`src/hdl/hse_pkg.sv`:
```
// Shared constants, controller states and command/status bundles of the heap sort engine.
package hse_pkg;

    localparam int HSE_CAPACITY = 64;
    localparam int VALUE_W      = 32;

    typedef enum logic [3:0] {
        S_LOAD,
        S_START,
        S_BUILD_RD,
        S_BUILD_LD,
        S_SIFT_RD,
        S_SIFT_CMP,
        S_EXT_RD,
        S_EXT_WR,
        S_EMIT_RD,
        S_EMIT_LD,
        S_EMIT_WAIT
    } hse_state_t;

    typedef struct packed {
        logic load_en;
        logic build_init;
        logic build_rd;
        logic build_ld;
        logic sift_rd;
        logic sift_cmp;
        logic ext_init;
        logic ext_rd;
        logic ext_wr;
        logic i_dec;
        logic emit_init;
        logic emit_rd;
        logic emit_ld;
        logic run_clear;
    } hse_cmd_t;

    typedef struct packed {
        logic last_fire;
        logic n_lt2;
        logic i_one;
        logic child_out;
        logic go_down;
        logic out_xfer;
        logic out_end;
    } hse_sts_t;

endpackage

```
`src/hdl/hse_in_if.sv`:
```
// Input channel: one element per transfer, with a last marker.
interface hse_in_if;
    import hse_pkg::*;

    logic                      valid;
    logic                      ready;
    logic signed [VALUE_W-1:0] value;
    logic                      last;

    modport source (output valid, output value, output last, input ready);
    modport sink   (input valid, input value, input last, output ready);
endinterface

```
`src/hdl/hse_out_if.sv`:
```
// Output channel: one sorted element per transfer, with run flags.
interface hse_out_if;
    import hse_pkg::*;

    logic                      valid;
    logic                      ready;
    logic signed [VALUE_W-1:0] sorted_value;
    logic                      end_of_run;
    logic                      dropped;

    modport source (output valid, output sorted_value, output end_of_run, output dropped,
                    input ready);
    modport sink   (input valid, input sorted_value, input end_of_run, input dropped,
                    output ready);
endinterface

```
`src/hdl/hse_ram.sv`:
```
// Generic RAM: one write port, two read ports with registered read data.
module hse_ram #(
    parameter int WIDTH = 32,
    parameter int DEPTH = 64
) (
    input  logic                     clk,
    input  logic                     we,
    input  logic [$clog2(DEPTH)-1:0] waddr,
    input  logic [WIDTH-1:0]         wdata,
    input  logic [$clog2(DEPTH)-1:0] raddr0,
    input  logic [$clog2(DEPTH)-1:0] raddr1,
    output logic [WIDTH-1:0]         rdata0,
    output logic [WIDTH-1:0]         rdata1
);
    logic [WIDTH-1:0] mem_reg [DEPTH];
    logic [WIDTH-1:0] rd0_reg;
    logic [WIDTH-1:0] rd1_reg;

    always_ff @(posedge clk)
    begin
        if (we)
        begin
            mem_reg[waddr] <= wdata;
        end
        rd0_reg <= mem_reg[raddr0];
        rd1_reg <= mem_reg[raddr1];
    end

    assign rdata0 = rd0_reg;
    assign rdata1 = rd1_reg;
endmodule

```
`src/hdl/hse_ctrl.sv`:
```
// Controller state machine: sequences load, heap build, extraction and drain.
module hse_ctrl (
    input  logic              clk,
    input  logic              rst_n,
    input  hse_pkg::hse_sts_t sts,
    output hse_pkg::hse_cmd_t cmd
);
    import hse_pkg::*;

    hse_state_t state_reg;
    hse_state_t state_next;
    logic       phase_reg;   // 0: heap build, 1: extraction
    logic       phase_next;
    logic       sift_done;

    assign sift_done = ((state_reg == S_SIFT_RD) && sts.child_out)
                    || ((state_reg == S_SIFT_CMP) && !sts.go_down);

    always_ff @(posedge clk or negedge rst_n)
    begin
        if (!rst_n)
        begin
            state_reg <= S_LOAD;
            phase_reg <= 1'b0;
        end
        else
        begin
            state_reg <= state_next;
            phase_reg <= phase_next;
        end
    end

    always_comb
    begin
        state_next = state_reg;
        phase_next = phase_reg;
        unique case (state_reg)
            S_LOAD:
            begin
                if (sts.last_fire)
                begin
                    state_next = S_START;
                end
            end
            S_START:
            begin
                phase_next = 1'b0;
                state_next = sts.n_lt2 ? S_EMIT_RD : S_BUILD_RD;
            end
            S_BUILD_RD:  state_next = S_BUILD_LD;
            S_BUILD_LD:  state_next = S_SIFT_RD;
            S_SIFT_RD,
            S_SIFT_CMP:
            begin
                if (sift_done)
                begin
                    if (!phase_reg)
                    begin
                        if (sts.i_one)
                        begin
                            state_next = S_EXT_RD;
                            phase_next = 1'b1;
                        end
                        else
                        begin
                            state_next = S_BUILD_RD;
                        end
                    end
                    else
                    begin
                        state_next = sts.i_one ? S_EMIT_RD : S_EXT_RD;
                    end
                end
                else
                begin
                    state_next = (state_reg == S_SIFT_RD) ? S_SIFT_CMP : S_SIFT_RD;
                end
            end
            S_EXT_RD:    state_next = S_EXT_WR;
            S_EXT_WR:    state_next = S_SIFT_RD;
            S_EMIT_RD:   state_next = S_EMIT_LD;
            S_EMIT_LD:   state_next = S_EMIT_WAIT;
            S_EMIT_WAIT:
            begin
                if (sts.out_xfer)
                begin
                    state_next = sts.out_end ? S_LOAD : S_EMIT_RD;
                end
            end
            default:     state_next = S_LOAD;
        endcase
    end

    always_comb
    begin
        cmd            = '0;
        cmd.load_en    = (state_reg == S_LOAD);
        cmd.build_init = (state_reg == S_START) && !sts.n_lt2;
        cmd.build_rd   = (state_reg == S_BUILD_RD);
        cmd.build_ld   = (state_reg == S_BUILD_LD);
        cmd.sift_rd    = (state_reg == S_SIFT_RD);
        cmd.sift_cmp   = (state_reg == S_SIFT_CMP);
        cmd.ext_init   = sift_done && !phase_reg && sts.i_one;
        cmd.ext_rd     = (state_reg == S_EXT_RD);
        cmd.ext_wr     = (state_reg == S_EXT_WR);
        cmd.i_dec      = sift_done && !sts.i_one;
        cmd.emit_init  = ((state_reg == S_START) && sts.n_lt2)
                      || (sift_done && phase_reg && sts.i_one);
        cmd.emit_rd    = (state_reg == S_EMIT_RD);
        cmd.emit_ld    = (state_reg == S_EMIT_LD);
        cmd.run_clear  = (state_reg == S_EMIT_WAIT) && sts.out_xfer && sts.out_end;
    end
endmodule

```
`src/hdl/hse_dp.sv`:
```
// Datapath: element store, counters, sift-down compare and output register.
module hse_dp #(
    parameter int CAPACITY = hse_pkg::HSE_CAPACITY
) (
    input  logic              clk,
    input  logic              rst_n,
    input  hse_pkg::hse_cmd_t cmd,
    output hse_pkg::hse_sts_t sts,
    hse_in_if.sink            elements,
    hse_out_if.source         sorted
);
    import hse_pkg::*;

    localparam int AW = $clog2(CAPACITY);
    localparam int CW = $clog2(CAPACITY + 1);
    localparam int XW = AW + 2;

    logic [CW-1:0]             count_reg;
    logic                      ovf_reg;
    logic                      out_valid_reg;
    logic [CW-1:0]             i_reg;
    logic [CW-1:0]             size_reg;
    logic [AW-1:0]             node_reg;
    logic signed [VALUE_W-1:0] node_val_reg;
    logic                      right_ok_reg;
    logic [CW-1:0]             k_reg;
    logic signed [VALUE_W-1:0] out_value_reg;
    logic                      out_end_reg;
    logic                      out_drop_reg;

    logic                      ram_we;
    logic [AW-1:0]             ram_waddr;
    logic [VALUE_W-1:0]        ram_wdata;
    logic [AW-1:0]             ram_raddr0;
    logic [AW-1:0]             ram_raddr1;
    logic [VALUE_W-1:0]        ram_rdata0;
    logic [VALUE_W-1:0]        ram_rdata1;

    logic                      in_xfer;
    logic                      room;
    logic [CW-1:0]             i_m1;
    logic [CW-1:0]             k_p1;
    logic [XW-1:0]             child_x;
    logic [XW-1:0]             child_r_x;
    logic [XW-1:0]             size_x;
    logic                      child_out;
    logic                      pick_right;
    logic signed [VALUE_W-1:0] left_val;
    logic signed [VALUE_W-1:0] right_val;
    logic signed [VALUE_W-1:0] big_val;
    logic [AW-1:0]             big_idx;
    logic                      go_down;

    hse_ram #(
        .WIDTH (VALUE_W),
        .DEPTH (CAPACITY)
    ) u_store (
        .clk    (clk),
        .we     (ram_we),
        .waddr  (ram_waddr),
        .wdata  (ram_wdata),
        .raddr0 (ram_raddr0),
        .raddr1 (ram_raddr1),
        .rdata0 (ram_rdata0),
        .rdata1 (ram_rdata1)
    );

    assign elements.ready = cmd.load_en;
    assign in_xfer        = elements.valid && cmd.load_en;
    assign room           = (count_reg < CW'(CAPACITY));

    assign i_m1      = i_reg - 1'b1;
    assign k_p1      = k_reg + 1'b1;
    assign child_x   = {1'b0, node_reg, 1'b1};
    assign child_r_x = child_x + 1'b1;
    assign size_x    = {{(XW - CW){1'b0}}, size_reg};
    assign child_out = (child_x >= size_x);

    assign left_val   = $signed(ram_rdata0);
    assign right_val  = $signed(ram_rdata1);
    assign pick_right = right_ok_reg && (right_val > left_val);
    assign big_val    = pick_right ? right_val : left_val;
    assign big_idx    = child_x[AW-1:0] + AW'(pick_right);
    assign go_down    = (big_val > node_val_reg);

    // Store port steering
    always_comb
    begin
        ram_we     = 1'b0;
        ram_waddr  = node_reg;
        ram_wdata  = node_val_reg;
        ram_raddr0 = '0;
        ram_raddr1 = '0;
        if (cmd.load_en)
        begin
            ram_we    = in_xfer && room;
            ram_waddr = count_reg[AW-1:0];
            ram_wdata = elements.value;
        end
        else if (cmd.build_rd)
        begin
            ram_raddr0 = i_m1[AW-1:0];
        end
        else if (cmd.sift_rd)
        begin
            ram_raddr0 = child_x[AW-1:0];
            ram_raddr1 = child_r_x[AW-1:0];
            ram_we     = child_out;
        end
        else if (cmd.sift_cmp)
        begin
            ram_we    = 1'b1;
            ram_wdata = go_down ? big_val : node_val_reg;
        end
        else if (cmd.ext_rd)
        begin
            ram_raddr1 = i_reg[AW-1:0];
        end
        else if (cmd.ext_wr)
        begin
            ram_we    = 1'b1;
            ram_waddr = i_reg[AW-1:0];
            ram_wdata = ram_rdata0;
        end
        else if (cmd.emit_rd)
        begin
            ram_raddr0 = k_reg[AW-1:0];
        end
    end

    always_ff @(posedge clk or negedge rst_n)
    begin
        if (!rst_n)
        begin
            count_reg     <= '0;
            ovf_reg       <= 1'b0;
            out_valid_reg <= 1'b0;
        end
        else
        begin
            if (cmd.run_clear)
            begin
                count_reg <= '0;
                ovf_reg   <= 1'b0;
            end
            else if (in_xfer)
            begin
                if (room)
                begin
                    count_reg <= count_reg + 1'b1;
                end
                else
                begin
                    ovf_reg <= 1'b1;
                end
            end
            if (cmd.emit_ld)
            begin
                out_valid_reg <= 1'b1;
            end
            else if (sorted.ready)
            begin
                out_valid_reg <= 1'b0;
            end
        end
    end

    always_ff @(posedge clk)
    begin
        if (cmd.build_init)
        begin
            i_reg    <= count_reg >> 1;
            size_reg <= count_reg;
        end
        else if (cmd.ext_init)
        begin
            i_reg <= count_reg - 1'b1;
        end
        else if (cmd.i_dec)
        begin
            i_reg <= i_m1;
        end
        if (cmd.ext_wr)
        begin
            size_reg <= i_reg;
        end
        if (cmd.build_ld)
        begin
            node_reg     <= i_m1[AW-1:0];
            node_val_reg <= $signed(ram_rdata0);
        end
        else if (cmd.ext_wr)
        begin
            node_reg     <= '0;
            node_val_reg <= $signed(ram_rdata1);
        end
        else if (cmd.sift_cmp && go_down)
        begin
            node_reg <= big_idx;
        end
        if (cmd.sift_rd)
        begin
            right_ok_reg <= (child_r_x < size_x);
        end
        if (cmd.emit_init)
        begin
            k_reg <= '0;
        end
        else if (cmd.emit_ld)
        begin
            k_reg         <= k_p1;
            out_value_reg <= $signed(ram_rdata0);
            out_end_reg   <= (k_p1 == count_reg);
            out_drop_reg  <= ovf_reg;
        end
    end

    assign sorted.valid        = out_valid_reg;
    assign sorted.sorted_value = out_value_reg;
    assign sorted.end_of_run   = out_end_reg;
    assign sorted.dropped      = out_drop_reg;

    assign sts.last_fire = in_xfer && elements.last;
    assign sts.n_lt2     = (count_reg < CW'(2));
    assign sts.i_one     = (i_reg == CW'(1));
    assign sts.child_out = child_out;
    assign sts.go_down   = go_down;
    assign sts.out_xfer  = out_valid_reg && sorted.ready;
    assign sts.out_end   = out_end_reg;
endmodule

```
`src/hdl/heap_sort_engine_core.sv`:
```
// Loading takes elements until the last marker. The set is then built into a heap by
// sift-down passes (each level reads both children at once from the two-read-port
// store, then compares and writes), sorted by repeated root extraction and drained in
// order. Throughput: one set at a time. Reset clears the state machine, element count,
// overflow flag and output valid; the element store is not cleared and needs no
// clearing pass.
module heap_sort_engine_core #(
    parameter int CAPACITY = hse_pkg::HSE_CAPACITY
) (
    input  logic      clk,
    input  logic      rst_n,
    hse_in_if.sink    elements,
    hse_out_if.source sorted
);
    import hse_pkg::*;

    // Commands from the controller, status back from the datapath
    hse_cmd_t cmd;
    hse_sts_t sts;

    // Controller: walks load -> build heap -> extract root -> drain.
    // Each sift-down step is a read of both children followed by a
    // compare/write step; the node value rides in a register (hole method),
    // so only the final position of the sifted value gets written back.
    hse_ctrl u_ctrl (
        .clk   (clk),
        .rst_n (rst_n),
        .sts   (sts),
        .cmd   (cmd)
    );

    // Datapath: element store, loop indices, signed compare and the output
    // register that holds each sorted transfer until the sink takes it.
    hse_dp #(
        .CAPACITY (CAPACITY)
    ) u_dp (
        .clk      (clk),
        .rst_n    (rst_n),
        .cmd      (cmd),
        .sts      (sts),
        .elements (elements),
        .sorted   (sorted)
    );

    // Loading and draining never overlap.
    a_no_overlap: assert property (@(posedge clk) disable iff (!rst_n)
        !(sorted.valid && elements.ready))
        else $error("input ready while a sorted transfer is pending");

    // A last element closes the set: no further input until the run drains.
    a_last_closes: assert property (@(posedge clk) disable iff (!rst_n)
        (elements.valid && elements.ready && elements.last) |=> !elements.ready)
        else $error("input still accepted after the last element");

    // Draining the final element reopens the input.
    a_end_reopens: assert property (@(posedge clk) disable iff (!rst_n)
        (sorted.valid && sorted.ready && sorted.end_of_run) |=> elements.ready)
        else $error("input not reopened after end of run");
endmodule

```
`src/flat_wrapper.sv`:
```
// flat-port wrapper written by rule: the top's interface ports become plain ports
module heap_sort_engine_core_flat import hse_pkg::*;
#(
    parameter int CAPACITY = hse_pkg::HSE_CAPACITY
)
  (clk, rst_n, elements_valid, elements_value, elements_last, elements_ready, sorted_valid, sorted_sorted_value, sorted_end_of_run, sorted_dropped, sorted_ready);
  hse_in_if elements_i ();
  hse_out_if sorted_i ();
  input  logic clk;
  input  logic rst_n;
  input wire logic [$bits(elements_i.valid)-1:0] elements_valid;
  input wire logic [$bits(elements_i.value)-1:0] elements_value;
  input wire logic [$bits(elements_i.last)-1:0] elements_last;
  output wire logic [$bits(elements_i.ready)-1:0] elements_ready;
  output wire logic [$bits(sorted_i.valid)-1:0] sorted_valid;
  output wire logic [$bits(sorted_i.sorted_value)-1:0] sorted_sorted_value;
  output wire logic [$bits(sorted_i.end_of_run)-1:0] sorted_end_of_run;
  output wire logic [$bits(sorted_i.dropped)-1:0] sorted_dropped;
  input wire logic [$bits(sorted_i.ready)-1:0] sorted_ready;
  assign elements_i.valid = elements_valid;
  assign elements_i.value = elements_value;
  assign elements_i.last = elements_last;
  assign elements_ready = elements_i.ready;
  assign sorted_valid = sorted_i.valid;
  assign sorted_sorted_value = sorted_i.sorted_value;
  assign sorted_end_of_run = sorted_i.end_of_run;
  assign sorted_dropped = sorted_i.dropped;
  assign sorted_i.ready = sorted_ready;
  heap_sort_engine_core #(.CAPACITY(CAPACITY)) u_core (.clk(clk), .rst_n(rst_n), .elements(elements_i), .sorted(sorted_i));
endmodule
```
`config.mk`:
```
export PLATFORM = sky130hd
export DESIGN_NAME = heap_sort_engine_core_flat
export DESIGN_NICKNAME = d
export VERILOG_FILES = /design/src/hdl/hse_pkg.sv /design/src/hdl/hse_in_if.sv /design/src/hdl/hse_out_if.sv /design/src/hdl/hse_ram.sv /design/src/hdl/hse_ctrl.sv /design/src/hdl/hse_dp.sv /design/src/hdl/heap_sort_engine_core.sv /design/src/flat_wrapper.sv
export SDC_FILE = /design/constraint.sdc
export NUM_CORES = 2
export LEC_CHECK = 0
export BUFFER_PORTS_ARGS = -buffer_cell sky130_fd_sc_hd__buf_2
export CELL_PAD_IN_SITES_DETAIL_PLACEMENT = 1
export CELL_PAD_IN_SITES_GLOBAL_PLACEMENT = 1
export CORE_MARGIN = 2
export CORE_UTILIZATION = 50
export CTS_BUF_LIST = sky130_fd_sc_hd__clkbuf_2
export CTS_CLUSTER_DIAMETER = 120
export DETAILED_ROUTE_END_ITERATION = 8
export PLACE_DENSITY = 0.78
export SLEW_MARGIN = 20
export SYNTH_ARGS = -nofsm -noshare
export SYNTH_HDL_FRONTEND = slang
export SYNTH_SLANG_ARGS = --single-unit
```
`constraint.sdc`:
```
create_clock -name clk -period 8.1 [get_ports clk]
set_clock_uncertainty 0.1 [all_clocks]
set_input_delay 0.405 -clock clk [delete_from_list [all_inputs] [get_ports clk]]
set_output_delay 0.405 -clock clk [all_outputs]
set_load 0.05 [all_outputs]
```
==> metrics.csv <==
stage,metric,value,unit
sta,post-route-period-util,0.978,
sta,setup_tns,0,ps
sta,slew_violations,0,
cts,cts_buffers,580,
layout,drive_gt1_frac,0.201,
yosys,ys_ff_latch,2220,
pwr,clkPwrFrac,0.192,
route,wl_per_cell,35.0,um
layout,largest_reg_flops,2048,
placement,hpwl,234000,um
layout,stdcell_count,12000,
yosys,synth_ff_type,edfxtp_1,
yosys,synth_edf_count,2134,
placement,port_buffers,72,
yosys,yosys-top-cells-count,"edfxtp_1 (2,134), nand2_1 (2,058), nand3_1 (698), mux4_2 (511), clkbuf_1 (455)",
cts,cts_tree,yes,
flow_run,drv_cap,0,
pwr,power.density,338,nW/um^2
route,drtIter0Drc,13300,
worst_setup_path,path_delay_family,compound AO/OA/AOI/OAI gates,
global_route,grt.total_usage,0.373,
worst_setup_path,worstSetupPathType,flip-flop to flip-flop,
global_route,antenna_found_initial,44,
yosys,yosysMostFrequentCell,edfxtp_1,
route,avgViaCountPerCell,7.19,
layout,area_growth,8.92,%
pwr,p_seq_frac,0.401,
global_route,grt_pass1_wl,602000,um
yosys,seq_area_frac_synth,0.607,
worst_setup_path,cp.arrival,9450,ps
pwr,p_int,23.5,mW
route,remaining_drc_errors,0,
sta,whs,299,ps
global_route,grt_max_degree,164,
pwr,vdd_drop_max,0.437,mV
yosys,ys_top_cells_by_area,"edfxtp_1 (59%), mux4_2 (11%), nand2_1 (7.1%)",
sta,fmax,0.126,GHz
sta,setup_viol_count_final,0,
yosys,post_synth.cell_area_avg,12.7,sq um
yosys,ys_async_sr_fraction,0.00631,
global_route,grt_overflow,0,
cts,clk_path_buf_depth,4,
worst_setup_path,critPathRequiredTime,9630,ps
cts,cts.sinks,2220,
floorplan,ioPinCount,73,
worst_setup_path,slowest_delay,810,ps
cts,clock_latency,2100,ps
layout,layout.nets,8900,
route,drt.antenna.violating_nets,0,
floorplan,core-area,217000,sq um
global_route,grt_pass1_vias,88900,
placement,gp_congestion,0.902,
cts,ctsResizeCount,0,
pwr,p_sw,16.4,mW
pwr,swShare,0.411,
cts,cts_root_buffer,clkbuf_2,
route,wl,421000,um
worst_setup_path,worstPathMaxFanout,64,
floorplan,die_h,470,um
yosys,synth_area,109000,sq um
sta,tightestPinTransition,1480,ps
worst_setup_path,crit_slowest_cell,or4_1,
sta,min_period,7920,ps
cts,clkSlewWorstSetupHoldPaths,130,ps
floorplan,initial_utilization,0.501,
worst_setup_path,startpoint_type,flip-flop,
yosys,yosysTopAreaCellShare,0.590,
cts,htreeDepth,6,
pwr,total_power,40.0,mW
worst_setup_path,crit_buf_inv,5,
worst_setup_path,path_common_cell,buf_4,
yosys,yosysTopAreaCell,edfxtp_1,
pwr,p_leak,40.5,nW
floorplan,rows,171,
floorplan,die_w,470,um
run_status,status,"complete, no violations",
worst_setup_path,critPathCaptureType,flip-flop,
yosys,synth_nets,8703,
floorplan,dieArea,221000,sq um
yosys,yosysUniqueCellTypes,74,
route,vias,86500,
placement,dp.cells,11000,
worst_setup_path,path_cells,inv_1 > ha_1 > nand4_1 > or4_1 > buf_4 > o21a_1 > buf_4 > nand4b_1 > o2111ai_2 > ha_1 > a21oi_1 > o21ai_0 > a221oi_1 > o221ai_1 > a21oi_1 > mux2_2 > buf_12 > nand2_1 > a31oi_4 > buf_4,
yosys,synth_warnings,0,
sta,rsz0062_at_grt,no,
sta,final_hold_viol_count,0,
yosys,synthCells,8580,
min_path,hp-class,primary input to flip-flop,
sta,maxSlewHeadroom,0.0121,
pwr,combPwrFrac,0.408,
route,drt_first_pass_iters,6,
[timing repair]
item	in CTS	in global routing
setup buffers	0	0
hold buffers	81	0
endpoints found under the hold margin	2320	0
[worst min-delay path, delay by kind of cell]
kind,cells,cell delay [ps]
buffers and inverters,4,1510
AO/OA/AOI/OAI,2,320
[path summary, 6_finish.rpt]
kind	slack [ps]	depth (start not counted)	start	to
max in group asynchronous	6940	5	rst_n	u_core.u_ctrl.phase_reg$_DFFE_PN0P_
min in group asynchronous	470	5	rst_n	u_core.u_dp.count_reg[6]$_DFFE_PN0P_
hold / removal	300	6	elements_value[10]	u_core.u_dp.u_store.mem_reg[61][10]$_DFFE_PP_
setup / recovery	180	20	u_core.u_dp.u_store.rdata0[23]$_DFF_P_	u_core.u_dp.u_store.mem_reg[16][24]$_DFFE_PP_
setup reg to reg	180	20	u_core.u_dp.u_store.rdata0[23]$_DFF_P_	u_core.u_dp.u_store.mem_reg[16][24]$_DFFE_PP_
hold reg to reg	370	0	u_core.u_dp.ovf_reg$_DFFE_PN0P_	u_core.u_dp.sorted.dropped$_DFFE_PP_
[per-layer routing]
layer  global-route usage  wire length (um)  up-vias
met5                    0               328        -
met4                0.216             25700       42
met3                0.119             59100     1575
met2                0.562            188000     6984
met1                0.475            147000    43800
li1                     -                 -    34100
[cell usage in the layout, fill, tap and decap left out, types with 32 or more instances in the layout]
cell type      instances
nor2_1                40
clkinv_1              98
nand3_1              697
a311oi_1             392
o21ai_0               56
nor2_4                67
dlygate4sd3_1         81
a211oi_1             192
mux4_2               511
buf_2                 72
edfxtp_1            2134
buf_12                45
nand2b_1              40
buf_4                174
and4_1                34
inv_1                 90
dfxtp_1               72
a21oi_1              214
a22o_1                32
nand4b_1              33
nand2_1             2054
a31oi_4               32
nor3_1                49
and3_1               263
o22ai_1               40
ha_1                  85
a31oi_1              163
o2111ai_1             35
a22oi_1              226
or3_1                 35
clkbuf_2             827
[area by class of cell]
class / instances / area, sq um
clock inverters: 134 / 658
well taps: 2854 / 3570
inverters: 92 / 345
clock buffers: 827 / 4140
multi-input cells: 5510 / 40200
diodes: 15 / 37.5
repair buffers: 373 / 3390
fillers: 21900 / 98300
flip-flops and latches: 2220 / 65900
[power groups by stage]
stage,registers (mW),logic [mW],clock network (mW)
floorplan,16.5,9.62,0
global placement,16.2,15.5,0
detailed placement,16.3,15.9,0
CTS,16.0,15.8,7.68
global route,16.0,17.0,8.22
finish,16.0,16.3,7.66
[stage by stage]
| step | worst slack [ps] | util | area, sq um |
|---|---|---|---|
| detailed placement | 549 | 0.520 | 113000 |
| global route | 64.6 | 0.546 | 118000 |
| CTS | 374 | 0.546 | 118000 |
| finish | 182 | 0.546 | 118000 |
| global placement | 694 | 0.520 | 113000 |
| floorplan | 990 | - | 109000 |
[kinds of logic (layout without fill, tap and decap cells)]
group                    count (synthesis)  after routing  synth area share
AO/OA/AOI/OAI                         1470           1470             0.101
XOR/XNOR                                39             39           0.00315
adder cells (fa/ha/maj)                 86             86           0.00991
buffers and inverters                  850           1426            0.0336
flip-flops                            2220           2220             0.607
multiplexers                           519            519             0.107
other                                    0             15                 0
AND/OR/NAND/NOR                       3396           3396             0.139
(Power assumes the default switching activity.)
